===== config.mk =====
export PLATFORM = sky130hd
export DESIGN_NAME = gate_motion_controller_unit
export DESIGN_NICKNAME = d
export VERILOG_FILES = /design/src/gmc_pkg.sv /design/src/gate_motion_controller_unit.sv /design/src/gmc_cfg_regs.sv /design/src/gmc_core.sv
export SDC_FILE = /design/constraint.sdc
export NUM_CORES = 1
export LEC_CHECK = 0
export BUFFER_PORTS_ARGS = -buffer_cell sky130_fd_sc_hd__buf_2
export CORE_UTILIZATION = 30
export DETAILED_ROUTE_END_ITERATION = 12
export PLACE_DENSITY = 0.56
export REMOVE_ABC_BUFFERS = 1
export SLEW_MARGIN = 20
export SYNTH_ARGS = -nofsm -noshare
export SYNTH_HDL_FRONTEND = slang
export SYNTH_SLANG_ARGS = --single-unit

===== constraint.sdc =====
create_clock -name clk_i -period 5.3 [get_ports clk_i]
set_clock_uncertainty 0.15 [all_clocks]
set_input_delay 0.265 -clock clk_i [delete_from_list [all_inputs] [get_ports clk_i]]
set_output_delay 0.265 -clock clk_i [all_outputs]
set_load 0.1 [all_outputs]

===== src/gmc_pkg.sv =====
`timescale 1ns / 1ps
// ----------------------------------------------------------------------------
// gmc_pkg: shared types and constants for the gate motion controller
// Event codes, gate modes, stop causes, register map and reset values.
// ----------------------------------------------------------------------------
package gmc_pkg;

  localparam int unsigned OpW     = 3;
  localparam int unsigned PosW    = 7;
  localparam int unsigned AdcW    = 12;
  localparam int unsigned StepW   = 16;
  localparam int unsigned MotionW = 20;
  localparam int unsigned EnW     = 3;
  localparam int unsigned CauseW  = 3;
  localparam int unsigned ModeW   = 3;
  localparam int unsigned CfgAddrW = 3;
  localparam int unsigned CfgDataW = 20;

  localparam int unsigned InDataW  = 40;
  localparam int unsigned InUserW  = 3;
  localparam int unsigned OutDataW = 16;

  localparam logic [PosW-1:0]    PosStep = 7'd5;
  localparam logic [PosW-1:0]    PosFull = 7'd100;
  localparam logic [PosW-1:0]    PosNearFull = 7'd95;
  localparam logic [StepW-1:0]   StepTimerMax = '1;
  localparam logic [MotionW-1:0] MotionTimerMax = '1;

  localparam logic [StepW-1:0]   StepPeriodRst  = 16'd300;
  localparam logic [MotionW-1:0] TimeoutRst     = 20'd30000;
  localparam logic [AdcW-1:0]    CurLimitRst    = 12'd3000;
  localparam logic [AdcW-1:0]    TempLimitRst   = 12'd3000;
  localparam logic [EnW-1:0]     EnablesRst     = 3'd7;

  // safety enable bits
  localparam int unsigned EnObstacle = 0;
  localparam int unsigned EnCurrent  = 1;
  localparam int unsigned EnTemp     = 2;

  typedef enum logic [OpW-1:0] {
    OP_TICK    = 3'd0,
    OP_OPEN    = 3'd1,
    OP_CLOSE   = 3'd2,
    OP_STOP    = 3'd3,
    OP_PARTIAL = 3'd4
  } op_e;

  typedef enum logic [ModeW-1:0] {
    MODE_CLOSED  = 3'd0,
    MODE_OPENING = 3'd1,
    MODE_OPEN    = 3'd2,
    MODE_CLOSING = 3'd3,
    MODE_STOPPED = 3'd4
  } gate_mode_e;

  typedef enum logic [CauseW-1:0] {
    CAUSE_NONE     = 3'd0,
    CAUSE_TIMEOUT  = 3'd1,
    CAUSE_OBSTACLE = 3'd2,
    CAUSE_CURRENT  = 3'd3,
    CAUSE_TEMP     = 3'd4,
    CAUSE_END      = 3'd5
  } cause_e;

  typedef enum logic [CfgAddrW-1:0] {
    REG_STEP_PERIOD = 3'd0,
    REG_TIMEOUT     = 3'd1,
    REG_CUR_LIMIT   = 3'd2,
    REG_TEMP_LIMIT  = 3'd3,
    REG_ENABLES     = 3'd4
  } cfg_reg_e;

  typedef struct packed {
    logic [StepW-1:0]   step_period;
    logic [MotionW-1:0] timeout;
    logic [AdcW-1:0]    cur_limit;
    logic [AdcW-1:0]    temp_limit;
    logic [EnW-1:0]     enables;
  } cfg_t;

  typedef struct packed {
    logic [OpW-1:0]  op;
    logic [PosW-1:0] target_percent;
    logic            obstacle_active;
    logic            limit_open_active;
    logic            limit_close_active;
    logic [AdcW-1:0] current_sample;
    logic [AdcW-1:0] temp_sample;
  } item_t;

  typedef struct packed {
    logic [ModeW-1:0]  gate_state;
    logic [PosW-1:0]   position_percent;
    logic              open_drive_on;
    logic              close_drive_on;
    logic              obstacle_flag;
    logic [CauseW-1:0] stop_cause;
  } result_t;

endpackage


===== src/gate_motion_controller_unit.sv =====
`timescale 1ns / 1ps
// ----------------------------------------------------------------------------
// gate_motion_controller_unit: motorised gate controller, top level
// Event stream in, gate status stream out, register write channel.
// ----------------------------------------------------------------------------
//  channel  | direction | carries
//  s_axis   | in        | events: tuser op, tdata sensor fields
//  m_axis   | out       | one status transaction per event
//  cfg      | in        | register index and value, always ready
//
//  One event per cycle while the output is not stalled; each event passes the input
//  register, then the state update into the result register.
//  Reset clears the gate state and both valid flags and loads the register reset values.
//  A stalled result holds in the output register while the next event waits
//  in the input register; s_axis_tready drops only when both are full.
// ----------------------------------------------------------------------------
module gate_motion_controller_unit (
  input  logic                               clk_i,
  input  logic                               rst_ni,
  input  logic                               s_axis_tvalid,
  output logic                               s_axis_tready,
  // tdata: target_percent[6:0], obstacle_active[7], limit_open_active[8],
  //        limit_close_active[9], current_sample[21:10], temp_sample[33:22]
  input  logic [gmc_pkg::InDataW-1:0]        s_axis_tdata,
  // tuser: op[2:0]
  input  logic [gmc_pkg::InUserW-1:0]        s_axis_tuser,
  output logic                               m_axis_tvalid,
  input  logic                               m_axis_tready,
  // tdata: gate_state[2:0], position_percent[9:3], open_drive_on[10],
  //        close_drive_on[11], obstacle_flag[12], stop_cause[15:13]
  output logic [gmc_pkg::OutDataW-1:0]       m_axis_tdata,
  input  logic                               cfg_valid_i,
  output logic                               cfg_ready_o,
  input  logic [gmc_pkg::CfgAddrW-1:0]       cfg_addr_i,
  input  logic [gmc_pkg::CfgDataW-1:0]       cfg_data_i
);
  import gmc_pkg::*;

  cfg_t    cfg;
  item_t   item_q, item_d;
  result_t result;
  logic    in_valid_q, in_valid_d;
  logic    out_valid_q, out_valid_d;
  logic [OutDataW-1:0] out_data_q, out_data_d;
  logic    s_fire, advance;

  assign advance       = in_valid_q && (!out_valid_q || m_axis_tready);
  assign s_axis_tready = !in_valid_q || advance;
  assign s_fire        = s_axis_tvalid && s_axis_tready;

  always_comb begin
    item_d.op                 = s_axis_tuser;
    item_d.target_percent     = s_axis_tdata[6:0];
    item_d.obstacle_active    = s_axis_tdata[7];
    item_d.limit_open_active  = s_axis_tdata[8];
    item_d.limit_close_active = s_axis_tdata[9];
    item_d.current_sample     = s_axis_tdata[21:10];
    item_d.temp_sample        = s_axis_tdata[33:22];
  end

  assign in_valid_d  = s_fire ? 1'b1 : (advance ? 1'b0 : in_valid_q);
  assign out_valid_d = advance ? 1'b1 : (m_axis_tready ? 1'b0 : out_valid_q);
  assign out_data_d  = {result.stop_cause, result.obstacle_flag, result.close_drive_on,
                        result.open_drive_on, result.position_percent, result.gate_state};

  gmc_cfg_regs u_cfg (
    .clk_i       (clk_i),
    .rst_ni      (rst_ni),
    .cfg_valid_i (cfg_valid_i),
    .cfg_ready_o (cfg_ready_o),
    .cfg_addr_i  (cfg_addr_i),
    .cfg_data_i  (cfg_data_i),
    .cfg_o       (cfg)
  );

  gmc_core u_core (
    .clk_i    (clk_i),
    .rst_ni   (rst_ni),
    .fire_i   (advance),
    .item_i   (item_q),
    .cfg_i    (cfg),
    .result_o (result)
  );

  always_ff @(posedge clk_i or negedge rst_ni) begin
    if (!rst_ni) begin
      in_valid_q  <= 1'b0;
      out_valid_q <= 1'b0;
    end else begin
      in_valid_q  <= in_valid_d;
      out_valid_q <= out_valid_d;
    end
  end

  // payload registers
  always_ff @(posedge clk_i) begin
    if (s_fire) begin
      item_q <= item_d;
    end
    if (advance) begin
      out_data_q <= out_data_d;
    end
  end

  assign m_axis_tvalid = out_valid_q;
  assign m_axis_tdata  = out_data_q;

endmodule


===== src/gmc_cfg_regs.sv =====
`timescale 1ns / 1ps
// ----------------------------------------------------------------------------
// gmc_cfg_regs: configuration register file
// Five registers written by index; the write channel never stalls.
// ----------------------------------------------------------------------------
module gmc_cfg_regs (
  input  logic                           clk_i,
  input  logic                           rst_ni,
  input  logic                           cfg_valid_i,
  output logic                           cfg_ready_o,
  input  logic [gmc_pkg::CfgAddrW-1:0]   cfg_addr_i,
  input  logic [gmc_pkg::CfgDataW-1:0]   cfg_data_i,
  output gmc_pkg::cfg_t                  cfg_o
);
  import gmc_pkg::*;

  cfg_t cfg_q, cfg_d;

  assign cfg_ready_o = 1'b1;
  assign cfg_o       = cfg_q;

  always_comb begin
    cfg_d = cfg_q;
    if (cfg_valid_i) begin
      unique case (cfg_addr_i)
        REG_STEP_PERIOD: cfg_d.step_period = cfg_data_i[StepW-1:0];
        REG_TIMEOUT:     cfg_d.timeout     = cfg_data_i[MotionW-1:0];
        REG_CUR_LIMIT:   cfg_d.cur_limit   = cfg_data_i[AdcW-1:0];
        REG_TEMP_LIMIT:  cfg_d.temp_limit  = cfg_data_i[AdcW-1:0];
        REG_ENABLES:     cfg_d.enables     = cfg_data_i[EnW-1:0];
        default:         cfg_d = cfg_q;
      endcase
    end
  end

  always_ff @(posedge clk_i or negedge rst_ni) begin
    if (!rst_ni) begin
      cfg_q.step_period <= StepPeriodRst;
      cfg_q.timeout     <= TimeoutRst;
      cfg_q.cur_limit   <= CurLimitRst;
      cfg_q.temp_limit  <= TempLimitRst;
      cfg_q.enables     <= EnablesRst;
    end else begin
      cfg_q <= cfg_d;
    end
  end

endmodule


===== src/gmc_core.sv =====
`timescale 1ns / 1ps
// ----------------------------------------------------------------------------
// gmc_core: gate state and per-event update
// Holds mode, position, timers and obstacle flag; works out one event.
// ----------------------------------------------------------------------------
module gmc_core (
  input  logic             clk_i,
  input  logic             rst_ni,
  input  logic             fire_i,
  input  gmc_pkg::item_t   item_i,
  input  gmc_pkg::cfg_t    cfg_i,
  output gmc_pkg::result_t result_o
);
  import gmc_pkg::*;

  gate_mode_e         mode_q, mode_d;
  logic [PosW-1:0]    pos_q, pos_d;
  logic               seen_q, seen_d;
  logic [StepW-1:0]   st_q, st_d;
  logic [MotionW-1:0] mt_q, mt_d;

  logic [StepW-1:0]   st_inc;
  logic [MotionW-1:0] mt_inc;
  logic [PosW-1:0]    tgt;
  logic [PosW-1:0]    pos_step;
  logic               moving;
  logic               end_hit;
  logic               req_open, req_close;
  cause_e             cause;

  assign moving = (mode_q == MODE_OPENING) || (mode_q == MODE_CLOSING);
  assign st_inc = (st_q != StepTimerMax) ? st_q + 1'b1 : st_q;
  assign mt_inc = (mt_q != MotionTimerMax) ? mt_q + 1'b1 : mt_q;
  assign tgt    = (item_i.target_percent > PosFull) ? PosFull : item_i.target_percent;

  // position after a step, toward the end of travel
  always_comb begin
    if (mode_q == MODE_OPENING) begin
      pos_step = (pos_q >= PosNearFull) ? PosFull : pos_q + PosStep;
      end_hit  = (pos_step == PosFull);
    end else begin
      pos_step = (pos_q <= PosStep) ? '0 : pos_q - PosStep;
      end_hit  = (pos_step == '0);
    end
  end

  always_comb begin
    mode_d    = mode_q;
    pos_d     = pos_q;
    seen_d    = seen_q;
    st_d      = st_q;
    mt_d      = mt_q;
    cause     = CAUSE_NONE;
    req_open  = 1'b0;
    req_close = 1'b0;
    if (fire_i) begin
      unique case (item_i.op)
        OP_TICK: begin
          if (moving) begin
            st_d = st_inc;
            mt_d = mt_inc;
            if (st_inc >= cfg_i.step_period) begin
              st_d  = '0;
              pos_d = pos_step;
            end
            if ((st_inc >= cfg_i.step_period) && end_hit) begin
              mode_d = (mode_q == MODE_OPENING) ? MODE_OPEN : MODE_CLOSED;
              cause  = CAUSE_END;
            end else if (mt_inc > cfg_i.timeout) begin
              mode_d = MODE_STOPPED;
              cause  = CAUSE_TIMEOUT;
            end else if (cfg_i.enables[EnObstacle] && item_i.obstacle_active) begin
              seen_d = 1'b1;
              mode_d = MODE_STOPPED;
              cause  = CAUSE_OBSTACLE;
            end else begin
              seen_d = 1'b0;
              if (cfg_i.enables[EnCurrent] && (item_i.current_sample > cfg_i.cur_limit)) begin
                mode_d = MODE_STOPPED;
                cause  = CAUSE_CURRENT;
              end else if (cfg_i.enables[EnTemp] &&
                           (item_i.temp_sample > cfg_i.temp_limit)) begin
                mode_d = MODE_STOPPED;
                cause  = CAUSE_TEMP;
              end else if ((mode_q == MODE_OPENING) && item_i.limit_open_active) begin
                pos_d  = PosFull;
                mode_d = MODE_OPEN;
                cause  = CAUSE_END;
              end else if ((mode_q == MODE_CLOSING) && item_i.limit_close_active) begin
                pos_d  = '0;
                mode_d = MODE_CLOSED;
                cause  = CAUSE_END;
              end
            end
          end
        end
        OP_OPEN:    req_open  = 1'b1;
        OP_CLOSE:   req_close = 1'b1;
        OP_STOP:    mode_d    = MODE_STOPPED;
        OP_PARTIAL: begin
          req_open  = (tgt > pos_q);
          req_close = (tgt < pos_q);
        end
        default: mode_d = mode_q;
      endcase

      if (req_open && (mode_q != MODE_OPENING) && (pos_q != PosFull)) begin
        mode_d = MODE_OPENING;
        st_d   = '0;
        mt_d   = '0;
      end
      if (req_close && (mode_q != MODE_CLOSING) && (pos_q != '0)) begin
        mode_d = MODE_CLOSING;
        st_d   = '0;
        mt_d   = '0;
      end
    end
  end

  always_ff @(posedge clk_i or negedge rst_ni) begin
    if (!rst_ni) begin
      mode_q <= MODE_CLOSED;
      pos_q  <= '0;
      seen_q <= 1'b0;
      st_q   <= '0;
      mt_q   <= '0;
    end else begin
      mode_q <= mode_d;
      pos_q  <= pos_d;
      seen_q <= seen_d;
      st_q   <= st_d;
      mt_q   <= mt_d;
    end
  end

  assign result_o.gate_state       = mode_d;
  assign result_o.position_percent = pos_d;
  assign result_o.open_drive_on    = (mode_d == MODE_OPENING);
  assign result_o.close_drive_on   = (mode_d == MODE_CLOSING);
  assign result_o.obstacle_flag    = seen_d;
  assign result_o.stop_cause       = cause;

endmodule


==> results_dict.tcl <==
set metrics [dict create \
    outcome "completed" \
    synth_seq_cells 165 \
    synth_compound_area_frac 0.156 \
    cp.required_ps 5320 \
    core_mm2 0.0307 \
    drcViolationCount 0 \
    synth.mux.area_fraction 0.0309 \
    antennaDiodeCount 0 \
    synthAdderAreaFrac 0.0962 \
    min_path_type "input port to register" \
    async_flop_share 0.679 \
    combPwrFrac 0.216 \
    yosysUniqueCellTypes 74 \
    num_vias 7320 \
    grt_pass1_wl_um 37200 \
    final_util 0.371 \
    root_buffer "clkbuf_16" \
    setup_viol 0 \
    hold_viol_final 0 \
    ff_latch_area_mm2 0.00443 \
    maxSlewViolCount 0 \
    overflow 0 \
    yosysSeqAreaShare 0.473 \
    cts_buffers 17 \
    placed_area_mm2 0.0102 \
    peakVddDrop_v 0.000180 \
    finalInstanceArea_mm2 0.0114 \
    power_density_mw_per_mm2 318 \
    avgViaCountPerCell 4.89 \
    clk_latency_ps 440 \
    cts_buffer_depth 2 \
    port_buffers 82 \
    fin_tns_setup_ps 0 \
    tightest_slew_ps 979 \
    ant_nets 0 \
    die_w_um 179 \
    crit_fanout 9 \
    min_delay_path_depth 2 \
    area_growth_pct 21.7 \
    antenna_found_initial 0 \
    avgSynthCellArea_um2 9.86 \
    drv_cap 0 \
    reg2regPathDepth 15 \
    hold_end "u_cfg.cfg_o[47]" \
    drive_above_1_share 0.175 \
    die_h_um 179 \
    die_area_mm2 0.0319 \
    grt_pass1_vias 7102 \
    synth_xor_area_frac 0.0253 \
    place_inst 1404 \
    wl_um 22400 \
    switching_share 0.318 \
    n_fill_cell 3060 \
    finalCritPeriodShare 0.923 \
    holdWs_ps 46.9 \
    cts.sinks 165 \
    grt_max_degree 61 \
    crit_path_end_kind "register" \
    rrSetupSlack_ps 410 \
    crit_type "register to register" \
    power_frac_clock 0.347 \
    synth_simple_gate_area_frac 0.169 \
    multi_input_area_mm2 0.00449 \
    seq_power_share 0.436 \
    leakage_nw 4.93 \
    rows 64 \
    cts_tree "yes" \
    p_switching_mw 1.15 \
    cp-start-kind "register" \
    gp_congestion 0.881 \
    final_nets 1230 \
    synth_edf_count 53 \
    clkSlewWorstSetupHoldPaths_ps 70 \
    routedWlPerCell_um 15.0 \
    initial_utilization 0.305 \
    reg2reg_from "u_core.mt_q[9]" \
    synth-main-ff-cell "dfrtp_1" \
    finalNonFillerCells 1496 \
    min_from "cfg_data_i[0]" \
    firstDrtPassIters 5 \
    rsz0062_at_grt "no" \
    p_total_mw 3.62 \
    drt-initial-drc-count 450 \
    arrival_ps 4910 \
    fin_ws_ps 411 \
    syn-instance-count 950 \
    post-route-min-period_ps 4890 \
    fmax_mhz 205 \
    p_int_mw 2.47 \
    yosysWarnings 0 \
    place.detailed.hpwl_um 16100 \
    pin_count 90 \
    synth_top_family_by_area "simple AND/OR/NAND/NOR gates" \
    slew_headroom 0.347 \
    htreeDepth 4 \
    r2r-end "m_axis_tdata[8]" \
    netlist_area_mm2 0.00937 \
    place_ws_ps 453 \
    grt_usage 0.150 \
]
## layout make-up
class | count | area share
Multi-Input combinational cell | 670 | 0.394
Tap cell | 396 | 0.0435
Clock buffer | 17 | 0.0373
Inverter | 80 | 0.0264
Sequential cell | 165 | 0.389
Clock inverter | 15 | 0.0142
Timing Repair Buffer | 153 | 0.0962
## cells by family (layout without fill, tap and decap cells)
| logic type | Yosys count | count (layout) |
|---|---|---|
| AO/OA/AOI/OAI | 229 | 229 |
| AND/OR/NAND/NOR | 315 | 315 |
| flip-flops | 165 | 165 |
| adder cells (fa/ha/maj) | 72 | 72 |
| buffers and inverters | 115 | 265 |
| other | 1 | 1 |
| XOR/XNOR | 27 | 27 |
| multiplexers | 26 | 26 |
## routing by layer
metal	vias to the layer above	wire length, um	part of all wire	track usage
met1	3461	11300	0.50	0.212
met2	149	9960	0.44	0.233
met5	-	0	0	0
met3	27	772	0.034	0.0278
li1	3683	-	-	-
met4	0	391	0.017	0.0466
## worst max-delay path, cell delays in order (launching register included)
cell and delay (ps):
dfrtp_1 460, nand4_1 260, or2_2 350, or4_1 500
nor2_1 150, nand3_1 100, o21a_1 150, ha_1 310
nand4_2 140, inv_1 50, a211oi_1 420, o311ai_0 300
a211o_1 460, nor4_4 310, o21ai_2 100, a221o_1 400
## worst max path at each step
stage	start	endpoint	slack, ps	cells after the start
after detailed placement	u_core.mt_q[11]	m_axis_tdata[9]	450	15
final	u_core.mt_q[9]	m_axis_tdata[8]	410	15
after global placement	u_core.mt_q[0]	m_axis_tdata[9]	490	17
after floorplan	u_core.mt_q[0]	m_axis_tdata[8]	880	16
after CTS	u_core.mt_q[9]	m_axis_tdata[8]	410	15
after global routing	u_core.mt_q[9]	m_axis_tdata[10]	7	15
## registers in the layout (all words and copies together) (netlist names)
signal,flops
u_cfg.cfg_o,63
u_core.seen_q,1
u_core.mode_q,3
item_q,37
m_axis_tdata,16
in_valid_q,1
u_core.pos_q,7
u_core.st_q,16
u_core.mt_q,20
m_axis_tvalid,1
## Yosys cell counts, types with 3 or more instances
master       n  area [um^2]
o31ai_1     10         75.1
ha_1        72          901
a211oi_1     5         37.5
mux2i_1      3         30.0
clkbuf_1    21         78.8
nand2b_1    13         81.3
dfstp_2     28          736
o21ai_0     90          450
a211o_1      5         43.8
and2_1      13         81.3
edfxtp_1    53         1590
and3_1      11         68.8
o22ai_1      4         25.0
dfrtp_1     84         2100
inv_1       79          297
a221o_1      3         30.0
nor3_1      16         80.1
nand3_1     25          125
buf_2       11         55.1
o211ai_1     7         52.6
and4_1       8         70.1
nor2_1      40          150
nand2_1    127          477
a21o_1       3         22.5
a22o_1      12          105
mux2_2      23          259
or2_2        4         25.0
nand4_1     19          119
o21bai_1     3         22.5
nor2b_1     13         81.3
a21boi_0     3         22.5
a221oi_1     3         26.3
xor2_1      11         96.3
a31oi_1      8         50.1
o21a_1       7         52.6
nor3b_1      3         22.5
nor4_1       7         43.8
xnor2_1     16          140
o2bb2ai_1    4         35.0
a21oi_1     41          205
## power by group through the flow
stage / sequential (mW) / combinational, mW / clock, mW
detailed placement: 1.60 / 0.749 / 0
global placement: 1.60 / 0.736 / 0
finish: 1.58 / 0.783 / 1.26
global route: 1.60 / 0.889 / 1.34
floorplan: 1.67 / 0.460 / 0
CTS: 1.58 / 0.788 / 1.29
## placed cells by master (no fill, tap or decap), types with 13 or more instances in the layout
cell type,n
nand4_1,19
o21ai_0,90
nand2_1,127
dlygate4sd3_1,60
nor2b_1,13
dfrtp_1,84
nand3_1,25
a21oi_1,41
buf_2,81
nor2_1,40
inv_1,79
edfxtp_1,53
ha_1,72
nand2b_1,13
nor3_1,16
xnor2_1,16
clkbuf_16,17
mux2_2,23
dfstp_2,28
## repair_timing
item / CTS / global route
endpoints found under the setup margin: 0 / 0
hold buffers: 60 / 0
buffers inserted: 0 / 0
endpoints found under the hold margin: 113 / 0
gates resized for setup: 0 / 0
(Power assumes the default switching activity.)
